File: config.mk
export PLATFORM = sky130hd
export DESIGN_NAME = position_sample_step_sequencer
export DESIGN_NICKNAME = d
export VERILOG_FILES = /design/src/sv/pss_pkg.sv /design/src/sv/pss_div.sv /design/src/sv/pss_dpath.sv /design/src/sv/pss_ctrl.sv /design/src/sv/position_sample_step_sequencer.sv
export SDC_FILE = /design/constraint.sdc
export NUM_CORES = 1
export LEC_CHECK = 0
export BUFFER_PORTS_ARGS = -buffer_cell sky130_fd_sc_hd__buf_2
export CORE_AREA = 2 2 235 237
export CTS_CLUSTER_SIZE = 12
export DETAILED_ROUTE_END_ITERATION = 8
export DIE_AREA = 0 0 237 239
export GPL_TIMING_DRIVEN = 0
export PLACE_DENSITY_LB_ADDON = 0.1
export SLEW_MARGIN = 20
export SYNTH_ARGS = -nofsm -noshare
export SYNTH_HDL_FRONTEND = slang
export SYNTH_HIERARCHICAL = 1
export SYNTH_SLANG_ARGS = --single-unit
File: constraint.sdc
create_clock -name clk -period 4.3 [get_ports clk]
set_input_delay 0.86 -clock clk [delete_from_list [all_inputs] [get_ports clk]]
set_output_delay 0.86 -clock clk [all_outputs]
set_load 0.02 [all_outputs]
File: src/sv/pss_pkg.sv
// ----------------------------------------------------------------------------
// pss_pkg
// shared types and constants of the position sample step sequencer
// ----------------------------------------------------------------------------
package pss_pkg;

  localparam int INTERVAL_W = 24;
  localparam int DELAY_W    = 25;
  localparam int ADJ_W      = 26;
  localparam int QUO_W      = INTERVAL_W;
  localparam int DIV_CNT_W  = $clog2(QUO_W + 1);

  localparam int CFG_ADDR_W = 3;
  localparam int CFG_DATA_W = 32;
  localparam logic REG_SAMPLE_INTERVAL = 1'b0;

  localparam logic [INTERVAL_W-1:0] INTERVAL_RESET = 24'd10000;

  typedef enum logic [1:0] {
    DIR_HOLD = 2'd0,
    DIR_FWD  = 2'd1,
    DIR_REV  = 2'd2
  } dir_t;

  typedef struct packed {
    logic capture;
    logic calc_mag;
    logic load_zero;
    logic div_start;
    logic div_step;
    logic load_run;
    logic update;
    logic write_out;
    logic out_taken;
    logic out_stop;
  } cmd_t;

  typedef struct packed {
    logic run_empty;
    logic stop;
    logic mag_zero;
    logic div_done;
  } sts_t;

endpackage

File: src/sv/pss_div.sv
// ----------------------------------------------------------------------------
// pss_div
// shift-subtract divider, one quotient bit per step
// ----------------------------------------------------------------------------
module pss_div #(
  parameter int DIVISOR_W = 32
) (
  input  logic                          clk,
  input  logic                          rst_n,
  input  logic                          start,
  input  logic                          step,
  input  logic [pss_pkg::QUO_W-1:0]     dividend,
  input  logic [DIVISOR_W-1:0]          divisor,
  output logic [pss_pkg::QUO_W-1:0]     quotient,
  output logic                          done
);
  import pss_pkg::*;

  logic [DIV_CNT_W-1:0] cnt_r;
  logic [QUO_W-1:0]     quo_r;
  logic [DIVISOR_W-1:0] rem_r;
  logic [DIVISOR_W:0]   rem_sh;
  logic [DIVISOR_W:0]   trial;

  assign rem_sh   = {rem_r, quo_r[QUO_W-1]};
  assign trial    = rem_sh - {1'b0, divisor};
  assign quotient = quo_r;
  assign done     = (cnt_r == DIV_CNT_W'(QUO_W));

  always_ff @(posedge clk) begin
    if (!rst_n) begin
      cnt_r <= '0;
    end else if (start) begin
      cnt_r <= '0;
    end else if (step && !done) begin
      cnt_r <= cnt_r + 1'b1;
    end
  end

  always_ff @(posedge clk) begin
    if (start) begin
      quo_r <= dividend;
      rem_r <= '0;
    end else if (step && !done) begin
      if (!trial[DIVISOR_W]) begin
        rem_r <= trial[DIVISOR_W-1:0];
        quo_r <= {quo_r[QUO_W-2:0], 1'b1};
      end else begin
        rem_r <= rem_sh[DIVISOR_W-1:0];
        quo_r <= {quo_r[QUO_W-2:0], 1'b0};
      end
    end
  end

endmodule

File: src/sv/pss_dpath.sv
// ----------------------------------------------------------------------------
// pss_dpath
// run state, sample magnitude, delay adjustment and result register
// ----------------------------------------------------------------------------
module pss_dpath #(
  parameter int POSITION_WIDTH = 32
) (
  input  logic                              clk,
  input  logic                              rst_n,
  input  pss_pkg::cmd_t                     cmd,
  output pss_pkg::sts_t                     sts,
  input  logic [POSITION_WIDTH-1:0]         target_position,
  input  logic                              stop_request,
  input  logic [POSITION_WIDTH-1:0]         current_position,
  input  logic                              cfg_we,
  input  logic [pss_pkg::INTERVAL_W-1:0]    cfg_interval,
  output logic [pss_pkg::INTERVAL_W-1:0]    interval,
  output logic [1:0]                        direction,
  output logic [pss_pkg::DELAY_W-1:0]       delay_us,
  output logic                              sample_taken
);
  import pss_pkg::*;

  localparam int PW = POSITION_WIDTH;

  logic [INTERVAL_W-1:0] interval_r;
  logic [PW-1:0]         diff_r;
  logic                  stop_cap_r;
  logic [PW-1:0]         mag_r;
  logic                  neg_r;
  logic [PW-1:0]         steps_r;
  logic [PW-1:0]         last_r;
  logic signed [ADJ_W-1:0] adj_r;
  dir_t                  hdir_r;
  logic [DELAY_W-1:0]    hdelay_r;
  logic [1:0]            out_dir_r;
  logic [DELAY_W-1:0]    out_delay_r;
  logic                  out_taken_r;

  logic [QUO_W-1:0]      quo;
  logic                  div_done;
  logic [ADJ_W-1:0]      q_inc;
  logic                  shrink;

  pss_div #(
    .DIVISOR_W (PW)
  ) u_div (
    .clk      (clk),
    .rst_n    (rst_n),
    .start    (cmd.div_start),
    .step     (cmd.div_step),
    .dividend (interval_r),
    .divisor  (mag_r),
    .quotient (quo),
    .done     (div_done)
  );

  assign q_inc  = {{(ADJ_W-QUO_W){1'b0}}, quo} + ADJ_W'(1);
  assign shrink = (last_r > mag_r);

  assign sts.run_empty = (steps_r == '0);
  assign sts.stop      = stop_cap_r;
  assign sts.mag_zero  = (mag_r == '0);
  assign sts.div_done  = div_done;

  assign interval     = interval_r;
  assign direction    = out_dir_r;
  assign delay_us     = out_delay_r;
  assign sample_taken = out_taken_r;

  always_ff @(posedge clk) begin
    if (!rst_n) begin
      interval_r <= INTERVAL_RESET;
    end else if (cfg_we) begin
      interval_r <= cfg_interval;
    end
  end

  always_ff @(posedge clk) begin
    if (cmd.capture) begin
      diff_r     <= target_position - current_position;
      stop_cap_r <= stop_request;
    end
    if (cmd.calc_mag) begin
      neg_r <= diff_r[PW-1];
      mag_r <= diff_r[PW-1] ? (~diff_r + 1'b1) : diff_r;
    end
    if (cmd.write_out) begin
      out_taken_r <= cmd.out_taken;
      if (cmd.out_stop) begin
        out_dir_r   <= DIR_HOLD;
        out_delay_r <= '0;
      end else begin
        out_dir_r   <= hdir_r;
        out_delay_r <= hdelay_r;
      end
    end
  end

  always_ff @(posedge clk) begin
    if (!rst_n) begin
      steps_r  <= '0;
      last_r   <= '0;
      adj_r    <= '0;
      hdir_r   <= DIR_HOLD;
      hdelay_r <= '0;
    end else if (cmd.load_zero) begin
      hdir_r   <= DIR_HOLD;
      hdelay_r <= {1'b0, interval_r};
      steps_r  <= PW'(1);
      last_r   <= '0;
    end else if (cmd.load_run) begin
      hdir_r  <= neg_r ? DIR_REV : DIR_FWD;
      steps_r <= mag_r;
      last_r  <= mag_r;
      if (shrink) begin
        hdelay_r <= {1'b0, quo};
        adj_r    <= -q_inc;
      end else begin
        hdelay_r <= q_inc[DELAY_W-1:0];
        adj_r    <= q_inc;
      end
    end else if (cmd.update) begin
      steps_r <= steps_r - 1'b1;
      if (adj_r > 0) begin
        adj_r <= adj_r - 1'b1;
        if (adj_r == ADJ_W'(1) && hdelay_r != '0) begin
          hdelay_r <= hdelay_r - 1'b1;
        end
      end else if (adj_r < 0) begin
        adj_r <= adj_r + 1'b1;
        if (adj_r == -ADJ_W'(1)) begin
          hdelay_r <= hdelay_r + 1'b1;
        end
      end
    end
  end

  assert property (@(posedge clk) disable iff (!rst_n)
    cmd.load_run |-> (div_done && mag_r != '0))
    else $error("run loaded without a finished quotient");

endmodule

File: src/sv/pss_ctrl.sv
// ----------------------------------------------------------------------------
// pss_ctrl
// request sequencing: sample decision, division, update and result handoff
// ----------------------------------------------------------------------------
module pss_ctrl (
  input  logic           clk,
  input  logic           rst_n,
  input  logic           in_valid,
  output logic           in_ready,
  output logic           out_valid,
  input  logic           out_ready,
  input  pss_pkg::sts_t  sts,
  output pss_pkg::cmd_t  cmd
);
  import pss_pkg::*;

  typedef enum logic [2:0] {
    S_IDLE,
    S_DECIDE,
    S_MAG,
    S_CHECK,
    S_DIV,
    S_LOAD,
    S_UPDATE,
    S_WRITE
  } state_t;

  state_t state_r, state_nxt;
  logic   taken_r, taken_nxt;
  logic   stop_r, stop_nxt;
  logic   out_valid_r, out_valid_nxt;
  logic   out_free;

  assign out_free  = !out_valid_r || out_ready;
  assign in_ready  = (state_r == S_IDLE);
  assign out_valid = out_valid_r;

  always_comb begin
    cmd           = '0;
    state_nxt     = state_r;
    taken_nxt     = taken_r;
    stop_nxt      = stop_r;
    cmd.out_taken = taken_r;
    cmd.out_stop  = stop_r;
    unique case (state_r)
      S_IDLE: begin
        if (in_valid) begin
          cmd.capture = 1'b1;
          state_nxt   = S_DECIDE;
        end
      end
      S_DECIDE: begin
        taken_nxt = sts.run_empty;
        stop_nxt  = sts.run_empty && sts.stop;
        if (!sts.run_empty) begin
          state_nxt = S_UPDATE;
        end else if (sts.stop) begin
          state_nxt = S_WRITE;
        end else begin
          state_nxt = S_MAG;
        end
      end
      S_MAG: begin
        cmd.calc_mag = 1'b1;
        state_nxt    = S_CHECK;
      end
      S_CHECK: begin
        if (sts.mag_zero) begin
          cmd.load_zero = 1'b1;
          state_nxt     = S_UPDATE;
        end else begin
          cmd.div_start = 1'b1;
          state_nxt     = S_DIV;
        end
      end
      S_DIV: begin
        if (sts.div_done) begin
          state_nxt = S_LOAD;
        end else begin
          cmd.div_step = 1'b1;
        end
      end
      S_LOAD: begin
        cmd.load_run = 1'b1;
        state_nxt    = S_UPDATE;
      end
      S_UPDATE: begin
        cmd.update = 1'b1;
        state_nxt  = S_WRITE;
      end
      S_WRITE: begin
        if (out_free) begin
          cmd.write_out = 1'b1;
          state_nxt     = S_IDLE;
        end
      end
      default: begin
        state_nxt = S_IDLE;
      end
    endcase
  end

  always_comb begin
    out_valid_nxt = out_valid_r;
    if (cmd.write_out) begin
      out_valid_nxt = 1'b1;
    end else if (out_ready) begin
      out_valid_nxt = 1'b0;
    end
  end

  always_ff @(posedge clk) begin
    if (!rst_n) begin
      state_r     <= S_IDLE;
      taken_r     <= 1'b0;
      stop_r      <= 1'b0;
      out_valid_r <= 1'b0;
    end else begin
      state_r     <= state_nxt;
      taken_r     <= taken_nxt;
      stop_r      <= stop_nxt;
      out_valid_r <= out_valid_nxt;
    end
  end

  assert property (@(posedge clk) disable iff (!rst_n)
    cmd.write_out |-> (!out_valid_r || out_ready))
    else $error("result register overwritten while still pending");

  assert property (@(posedge clk) disable iff (!rst_n)
    cmd.update |-> !sts.run_empty)
    else $error("step taken with an empty run");

  assert property (@(posedge clk) disable iff (!rst_n)
    (cmd.write_out && cmd.out_stop) |-> (sts.run_empty && cmd.out_taken))
    else $error("stop result without a sample taken from an empty run");

endmodule

File: src/sv/position_sample_step_sequencer.sv
// ----------------------------------------------------------------------------
// position_sample_step_sequencer
// turns position samples into step instructions (direction and delay)
//
//   channel   direction  signals
//   in        in         in_valid/in_ready, target_position, stop_request,
//                        current_position
//   out       out        out_valid/out_ready, direction, delay_us, sample_taken
//   cfg       in/out     apb write/read of sample_interval_us at paddr 0 to 3
//
// in a run a request passes decide, update and write, a stop decide and
// write; a zero-distance sample adds mag and check, a new run also the
// one-bit-per-cycle divider and load; one request is in flight at a time
// reset is synchronous, active low; the interval returns to 10000
// a pending result does not block the next accept, only the next handoff
// ----------------------------------------------------------------------------
module position_sample_step_sequencer #(
  parameter int POSITION_WIDTH = 32
) (
  input  logic                               clk,
  input  logic                               rst_n,
  input  logic                               in_valid,
  output logic                               in_ready,
  input  logic [POSITION_WIDTH-1:0]          in_target_position,
  input  logic                               in_stop_request,
  input  logic [POSITION_WIDTH-1:0]          in_current_position,
  output logic                               out_valid,
  input  logic                               out_ready,
  output logic [1:0]                         out_direction,
  output logic [pss_pkg::DELAY_W-1:0]        out_delay_us,
  output logic                               out_sample_taken,
  input  logic                               cfg_psel,
  input  logic                               cfg_penable,
  input  logic                               cfg_pwrite,
  input  logic [pss_pkg::CFG_ADDR_W-1:0]     cfg_paddr,
  input  logic [pss_pkg::CFG_DATA_W-1:0]     cfg_pwdata,
  output logic [pss_pkg::CFG_DATA_W-1:0]     cfg_prdata,
  output logic                               cfg_pready
);
  import pss_pkg::*;

  cmd_t                  cmd;
  sts_t                  sts;
  logic                  cfg_we;
  logic                  reg_sel;
  logic [INTERVAL_W-1:0] interval;

  assign reg_sel    = (cfg_paddr[CFG_ADDR_W-1] == REG_SAMPLE_INTERVAL);
  assign cfg_pready = 1'b1;
  assign cfg_we     = cfg_psel && cfg_penable && cfg_pwrite && cfg_pready && reg_sel;
  assign cfg_prdata = reg_sel ? {{(CFG_DATA_W-INTERVAL_W){1'b0}}, interval} : '0;

  pss_ctrl u_ctrl (
    .clk       (clk),
    .rst_n     (rst_n),
    .in_valid  (in_valid),
    .in_ready  (in_ready),
    .out_valid (out_valid),
    .out_ready (out_ready),
    .sts       (sts),
    .cmd       (cmd)
  );

  pss_dpath #(
    .POSITION_WIDTH (POSITION_WIDTH)
  ) u_dpath (
    .clk              (clk),
    .rst_n            (rst_n),
    .cmd              (cmd),
    .sts              (sts),
    .target_position  (in_target_position),
    .stop_request     (in_stop_request),
    .current_position (in_current_position),
    .cfg_we           (cfg_we),
    .cfg_interval     (cfg_pwdata[INTERVAL_W-1:0]),
    .interval         (interval),
    .direction        (out_direction),
    .delay_us         (out_delay_us),
    .sample_taken     (out_sample_taken)
  );

endmodule
=== After elaboration in Yosys (flattened, before gate mapping) ===
Cells that the tools add are included.

* Register bits after elaboration: 302
* Input bits: 107
* Output and inout bits: 63
* Word-level logic and storage cells: 127

* Add/sub/neg operators: 11
* Order comparisons: 3
* Eq/ne operators: 15
* Multiplexer cells: 44
* Bitwise gates (word level): 4
* Reduce and logical (&&, ||, !) cells: 27

{| class="wikitable"
|+ Operators with widths
! kind !! count
|-
| 25-bit two-way mux || 7
|-
| 26-bit two-way mux || 5
|-
| 24-bit two-way mux || 4
|-
| 32-bit two-way mux || 3
|-
| 32-bit logical NOT || 2
|-
| 33-bit by 32-bit subtractor with 33-bit output || 1
|-
| 32-bit by 1-bit adder with 32-bit output (second input constant) || 1
|-
| 32-bit greater-than comparator || 1
|-
| 32-bit inverter || 1
|-
| 32-bit by 1-bit subtractor with 32-bit output (second input constant) || 1
|-
| 32-bit subtractor || 1
|-
| 31-bit two-way mux || 1
|-
| 26-bit by 1-bit adder with 26-bit output (second input constant) || 1
|-
| 26-bit by 1-bit == test with 1-bit output (second input constant) || 1
|-
| 26-bit by 2-bit == test with 1-bit output (second input constant) || 1
|-
| 26-bit by 1-bit greater-than comparator with 1-bit output (second input constant) || 1
|-
| 26-bit by 1-bit less-than comparator with 1-bit output (second input constant) || 1
|-
| 26-bit negator || 1
|-
| 26-bit by 1-bit subtractor with 26-bit output (second input constant) || 1
|-
| 24-bit by 1-bit adder with 25-bit output (second input constant) || 1
|-
| 25-bit by 1-bit adder with 25-bit output (second input constant) || 1
|-
| 25-bit nonzero test || 1
|-
| 25-bit by 1-bit subtractor with 25-bit output (second input constant) || 1
|-
| 3-bit case mux with 8 select lines || 1
|-
| other kinds (23) || 64
|}

=== Depth between registers and ports, before layout ===
* Depth in word-level cells: 7
* Depth in mapped cells: 17
* Gate-level depth less buffers: 16

=== By module ===
Netlist, hierarchy kept.

{| class="wikitable"
|+ By module, submodules not included
! module !! times used !! cells each !! area an instance (um2) !! sequential area each (um2)
|-
| pss_dpath || 1 || 1869 || 16138.0 || 5645.4
|-
| pss_div || 1 || 548 || 4692.0 || 1461.4
|-
| pss_ctrl || 1 || 50 || 411.6 || 120.1
|-
| position_sample_step_sequencer || 1 || 38 || 250.2 || 0.0
|}

=== Worst setup path after synthesis ===
Ideal clock, no wire load.

* Path kind: flip-flop to flip-flop
* Start: register u_dpath.adj_r[2]
* End: register u_dpath.hdelay_r[20]
* Library setup time: 70 ps
* Arrival time: 4555 ps
* Required time: 4230 ps
* Slack: -326 ps
* Stages on the path, launching flop included: 18
* Path buffers: 1
* Clock period less this slack: 4626 ps
* Cell sequence: dfxtp_1 > nor4_1 > nand4_1 > nor3_1 > or2_2 > clkbuf_1 > inv_1 > ha_1 > and3_1 > a221o_1 > or3_1 > o221ai_1 > a21oi_1 > a31oi_1 > mux2i_1 > nor3_1 > a2111o_1 > a21oi_1

* Cells in the longest elaborated chain, start to end: 5
* Elaborated cells between the ends (all ways): 13
* Classes of those cells: 2 x order compare; 3 x eq/ne; 4 x mux; 4 x reduce/logical

{| class="wikitable"
|+ Ends and longest elaborated chain
! item !! RTL line !! text
|-
| start: declaration || pss_dpath.sv:33 || <nowiki>logic signed [ADJ_W-1:0] adj_r;</nowiki>
|-
| start signal: assignment || pss_dpath.sv:118 || <nowiki>adj_r <= -q_inc;</nowiki>
|-
| start signal: assignment || pss_dpath.sv:121 || <nowiki>adj_r <= q_inc;</nowiki>
|-
| start signal: assignment || pss_dpath.sv:126 || <nowiki>adj_r <= adj_r - 1'b1;</nowiki>
|-
| 26-bit by 1-bit greater-than comparator with 1-bit output || pss_dpath.sv:125 || <nowiki>if (adj_r > 0) begin</nowiki>
|-
| 25-bit two-way mux || pss_dpath.sv:125 ||
|-
| 25-bit two-way mux || pss_dpath.sv:123 || <nowiki>end else if (cmd.update) begin</nowiki>
|-
| 25-bit two-way mux || pss_dpath.sv:112 || <nowiki>end else if (cmd.load_run) begin</nowiki>
|-
| 24-bit two-way mux || pss_dpath.sv:107 || <nowiki>end else if (cmd.load_zero) begin</nowiki>
|-
| end signal: assignment || pss_dpath.sv:109 || <nowiki>hdelay_r <= {1'b0, interval_r};</nowiki>
|-
| end signal: assignment || pss_dpath.sv:117 || <nowiki>hdelay_r <= {1'b0, quo};</nowiki>
|-
| end signal: assignment || pss_dpath.sv:128 || <nowiki>hdelay_r <= hdelay_r - 1'b1;</nowiki>
|-
| end: declaration || pss_dpath.sv:35 || <nowiki>logic [DELAY_W-1:0] hdelay_r;</nowiki>
|}

Parallel ways exist; a longest one is shown, timed or not. The select of a mux whose other input is x is not followed.
A chain may end at the register's enable or synchronous reset.

=== Worst setup path in the final report ===
* Start: register u_dpath.adj_r[20]
* End: register u_dpath.hdelay_r[24]

* Cells in the longest elaborated chain, start to end: 4
* Elaborated cells between the ends (all ways): 12
* Classes of those cells: 2 x order compare; 3 x eq/ne; 3 x mux; 4 x reduce/logical

{| class="wikitable"
|+ Ends and longest elaborated chain
! item !! RTL line !! text
|-
| 26-bit by 1-bit greater-than comparator with 1-bit output / 26-bit by 2-bit == test with 1-bit output (equally long branches) || pss_dpath.sv:125, pss_dpath.sv:127 ||
|-
| 25-bit two-way mux / 1-bit logical AND (equally long branches) || pss_dpath.sv:125, pss_dpath.sv:127 ||
|-
| 25-bit two-way mux / 3-bit inequality test (equally long branches) || -- ||
|-
| 25-bit two-way mux / 4-bit AND reduction (equally long branches) || -- ||
|-
| end signal: assignment || pss_dpath.sv:117 ||
|-
| end signal: assignment || pss_dpath.sv:120 || <nowiki>hdelay_r <= q_inc[DELAY_W-1:0];</nowiki>
|-
| end signal: assignment || pss_dpath.sv:128 ||
|}

Parallel ways exist; a longest one is shown, timed or not. The select of a mux whose other input is x is not followed.

==> metrics.json <==
{
  "post_layout_nonfiller_instances": {"value": 3462},
  "clock_sinks": {"value": 302},
  "clock_path_buffers": {"value": 3},
  "coreArea": {"value": 54300, "unit": "um2"},
  "floorplan.rows": {"value": 86},
  "netlist-cell-type-count": {"value": 99},
  "grt_util_all_layers": {"value": 0.244},
  "static-leakage-power": {"value": 0.0102, "unit": "uW"},
  "grt_antenna_before_repair": {"value": 0},
  "remaining_drc_errors": {"value": 0},
  "fp.dieH": {"value": 239, "unit": "um"},
  "timing.critical_path.from_type": {"value": "flip-flop"},
  "cts_buffer_count": {"value": 37},
  "clk_latency": {"value": 570, "unit": "ps"},
  "final-setup-viol-count": {"value": 0},
  "synthMuxAreaShare": {"value": 0.0429},
  "hold_buffers_post_cts": {"value": 0},
  "drive_above_1_share": {"value": 0.151},
  "critPathCaptureType": {"value": "flip-flop"},
  "antenna_violating_nets_post_route": {"value": 0},
  "synth_compound_gate_area_share": {"value": 0.188},
  "power.internal": {"value": 10900, "unit": "uW"},
  "vdd_ir_drop_max": {"value": 472, "unit": "uV"},
  "whs_path_depth": {"value": 2},
  "cts_root_buffer": {"value": "sky130_fd_sc_hd__clkbuf_16"},
  "worst_pin_slew": {"value": 1130, "unit": "ps"},
  "power-per-cell-area": {"value": 814, "unit": "nW/um2"},
  "cp.arrival": {"value": 4690, "unit": "ps"},
  "avgViaCountPerCell": {"value": 5.58},
  "tritoncts": {"value": "done"},
  "numPlacedInstances": {"value": 3368},
  "run_status": {"value": "completed"},
  "horiz_die_dim": {"value": 237, "unit": "um"},
  "timing.final.hold_violations": {"value": 0},
  "max_cap_viol_count": {"value": 0},
  "grt_setup_unrepaired": {"value": "yes"},
  "post_synth_fa_ha_maj_area_fraction": {"value": 0.0893},
  "logic_gate_share_of_total_power": {"value": 0.638},
  "detailed_place_hpwl": {"value": 54000, "unit": "um"},
  "clk_pin_slew": {"value": 60, "unit": "ps"},
  "final_net_count": {"value": 2988},
  "setup-tns-final": {"value": 0, "unit": "ps"},
  "port_buffer_count": {"value": 150},
  "grt-ovfl-total": {"value": 0},
  "slew_viol_final": {"value": 0},
  "cts.htree.levels": {"value": 2},
  "summed_instance_area_of_the_synthesized_netlist": {"value": 21500, "unit": "um2"},
  "combinational_family_with_the_most_area_after_synthesis": {"value": "simple AND/OR/NAND/NOR gates"},
  "worst-setup-path-type": {"value": "reg -> reg"},
  "clock.fmax": {"value": 234, "unit": "MHz"},
  "worst-r2r-cell-count": {"value": 17},
  "switching_share": {"value": 0.467},
  "async_flop_share": {"value": 0},
  "finalCriticalPeriod": {"value": 4280, "unit": "ps"},
  "final_min_period_over_clock_period": {"value": 0.995},
  "first_pass_grt_wire_length": {"value": 107000, "unit": "um"},
  "post_synth_and_or_nand_nor_area_fraction": {"value": 0.200},
  "synth-edff-count": {"value": 118},
  "pwr-share-seq": {"value": 0.207},
  "synth.avg_cell_area": {"value": 8.58, "unit": "um2"},
  "gpl.final_weighted_congestion": {"value": 0.936},
  "critical_path.max_fanout": {"value": 6},
  "post_synthesis_share_of_cell_area_spent_on_xor_and_xnor_gates": {"value": 0.0892},
  "synthCells": {"value": 2505},
  "antennaDiodeCount": {"value": 0},
  "final.setup_skew": {"value": 29.1, "unit": "ps"},
  "grt_pass1_vias": {"value": 18772},
  "drt_iter0_markers": {"value": 1376},
  "synth_top_flop_cell": {"value": "sky130_fd_sc_hd__dfxtp_1"},
  "wirelength": {"value": 70400, "unit": "um"},
  "power": {"value": 20400, "unit": "uW"},
  "pin_count": {"value": 170},
  "synth.yosys.seq_area_share": {"value": 0.336},
  "timing.critical_path.required": {"value": 4710, "unit": "ps"},
  "synth_warnings": {"value": 6},
  "slew_headroom": {"value": 0.239},
  "detail_route.first_pass.iterations": {"value": 8},
  "postSynthRegisterBits": {"value": 302},
  "routedWlPerCell": {"value": 20.3, "unit": "um"},
  "type_of_the_most_critical_hold_path": {"value": "reg -> reg"},
  "area_growth": {"value": 16.6, "unit": "%"},
  "clock_power_share": {"value": 0.155},
  "pin_count_of_the_biggest_net_entering_global_routing": {"value": 33},
  "via_count": {"value": 19319},
  "p_switching": {"value": 9520, "unit": "uW"},
  "dieArea": {"value": 56600, "unit": "um2"},
  "effective_utilization_at_floorplan": {"value": 0.396}
}
[layer usage]
layer	GRT usage	wire, um
met5	0	0
met4	0.109	3280
met3	0.0309	3200
met2	0.431	34300
met1	0.296	29600
[power groups by stage]
| stage | combinational (uW) | clock (uW) | sequential, uW |
|---|---|---|---|
| 2_1_floorplan | 8680 | 0 | 4040 |
| 3_3_place_gp | 11100 | 0 | 4260 |
| 3_5_place_dp | 11300 | 0 | 4250 |
| 4_1_cts | 12000 | 3240 | 4210 |
| 5_1_grt | 14200 | 3350 | 4290 |
| 6_report | 13000 | 3160 | 4230 |
[flip-flops by register name, indices dropped and copies added, names as in the netlist]
| signal | count |
|---|---|
| u_dpath/hdelay_r | 25 |
| u_dpath/diff_r | 32 |
| u_dpath/interval | 24 |
| u_ctrl/out_valid | 1 |
| u_dpath/u_div/rem_r | 32 |
| u_dpath/direction | 2 |
| u_ctrl/taken_r | 1 |
| u_ctrl/state_r | 3 |
| u_dpath/adj_r | 26 |
| u_dpath/sample_taken | 1 |
| u_ctrl/stop_r | 1 |
| u_dpath/steps_r | 32 |
| u_dpath/neg_r | 1 |
| u_dpath/u_div/cnt_r | 5 |
| u_dpath/last_r | 32 |
| u_dpath/u_div/quotient | 24 |
| u_dpath/hdir_r | 2 |
| u_dpath/stop_cap_r | 1 |
| u_dpath/delay_us | 25 |
| u_dpath/mag_r | 32 |
[critical path, stage by stage, from the launching register on]
cell and delay, ps:
sky130_fd_sc_hd__dfxtp_1 390, sky130_fd_sc_hd__nor4_4 240, sky130_fd_sc_hd__nand4_1 240, sky130_fd_sc_hd__nor3_2 220
sky130_fd_sc_hd__or2_4 180, sky130_fd_sc_hd__clkinvlp_4 170, sky130_fd_sc_hd__buf_12 200, sky130_fd_sc_hd__ha_4 270
sky130_fd_sc_hd__and3_4 150, sky130_fd_sc_hd__a221o_1 340, sky130_fd_sc_hd__or3_4 350, sky130_fd_sc_hd__o221ai_4 190
sky130_fd_sc_hd__a21oi_4 100, sky130_fd_sc_hd__a31oi_4 280, sky130_fd_sc_hd__a31oi_4 130, sky130_fd_sc_hd__o31ai_4 320
sky130_fd_sc_hd__xor2_2 250, sky130_fd_sc_hd__o31ai_1 100
[through the flow]
stage | setup WS [ps] | hold WS [ps] | area, um2 | util
after floorplan | -67.4 | 448 | 21600 | -
after global placement | -1450 | 463 | 23200 | 0.427
after detailed placement | -1510 | 467 | 23300 | 0.428
after CTS | -98.4 | 459 | 24700 | 0.455
after global routing | -21.6 | 461 | 25100 | 0.461
final | 21.1 | 477 | 25100 | 0.461
[timing repair]
action / CTS / global route
cloned: 3 / 1
resized for setup: 30 / 41
endpoints found under the setup margin: 42 / 39
setup buffers: 10 / 14
pin swaps: 16 / 24
[placed cells by master, fill, tap and decap left out, drive strengths merged, types with 32 or more instances in the layout]
cell type / n
nor4: 42
ha: 147
xor2: 79
a21o: 49
clkbuf: 132
nand3: 64
nand2: 222
a311oi: 32
nor2b: 69
nand4: 40
dfxtp: 184
nor2: 245
nor3: 62
a21oi: 178
edfxtp: 118
mux2i: 64
o21ai: 110
inv: 139
buf: 232
a211oi: 59
xnor2: 139
[synthesized netlist by cell type, drive strengths merged, types with 15 or more instances]
| library cell | number | area share |
|---|---|---|
| nand2b | 27 | 0.0082 |
| edfxtp | 118 | 0.16 |
| or4 | 15 | 0.0054 |
| and3 | 20 | 0.0058 |
| xor2 | 79 | 0.033 |
| clkbuf | 75 | 0.013 |
| nor4 | 42 | 0.013 |
| a31oi | 29 | 0.0091 |
| nand2 | 222 | 0.040 |
| xnor2 | 139 | 0.057 |
| nor3 | 62 | 0.016 |
| a21oi | 178 | 0.042 |
| mux2i | 64 | 0.030 |
| nor2 | 245 | 0.043 |
| inv | 140 | 0.024 |
| o31ai | 22 | 0.0079 |
| mux2 | 25 | 0.013 |
| o21a | 20 | 0.0070 |
| ha | 147 | 0.086 |
| a311oi | 32 | 0.016 |
| o21ai | 110 | 0.026 |
| nand4 | 40 | 0.012 |
| and2 | 15 | 0.0044 |
| nor2b | 69 | 0.020 |
| dfxtp | 184 | 0.17 |
| o221ai | 17 | 0.0069 |
| buf | 56 | 0.016 |
| a211oi | 59 | 0.021 |
| nand3 | 64 | 0.015 |
| a21o | 49 | 0.017 |
[final timing paths]
kind / start / to / slack, ps
worst max-delay path: u_dpath/adj_r[20]$_SDFFE_PN0P_ / u_dpath/hdelay_r[24]$_SDFFE_PP0P_ / 20
worst min-delay path: u_dpath/last_r[21]$_SDFFE_PP0P_ / u_dpath/last_r[21]$_SDFFE_PP0P_ / 480
worst max register to register: u_dpath/adj_r[20]$_SDFFE_PN0P_ / u_dpath/hdelay_r[24]$_SDFFE_PP0P_ / 20
worst min register to register: u_dpath/last_r[21]$_SDFFE_PP0P_ / u_dpath/last_r[21]$_SDFFE_PP0P_ / 480
[final cells by class]
| class | count | area (um2) |
|---|---|---|
| plain buffers | 130 | 626 |
| clock buffers | 57 | 1090 |
| clock inverters | 10 | 111 |
| fillers | 5433 | 29300 |
| inverters | 141 | 533 |
| multi-input cells | 1938 | 13500 |
| flip-flops and latches | 302 | 7240 |
| well taps | 704 | 881 |
| repair buffers | 177 | 1030 |
| repair inverters | 3 | 22.5 |
[kinds of logic (layout without fill, tap and decap cells)]
group / after synthesis / count (layout)
simple gates: 868 / 868
mux: 89 / 89
compound gates: 603 / 603
other cells: 2 / 9
buf+inv: 272 / 518
flops: 302 / 302
fa+ha+maj: 151 / 151
xor+xnor: 218 / 218
Note: power is estimated with default switching activity, not from simulation.
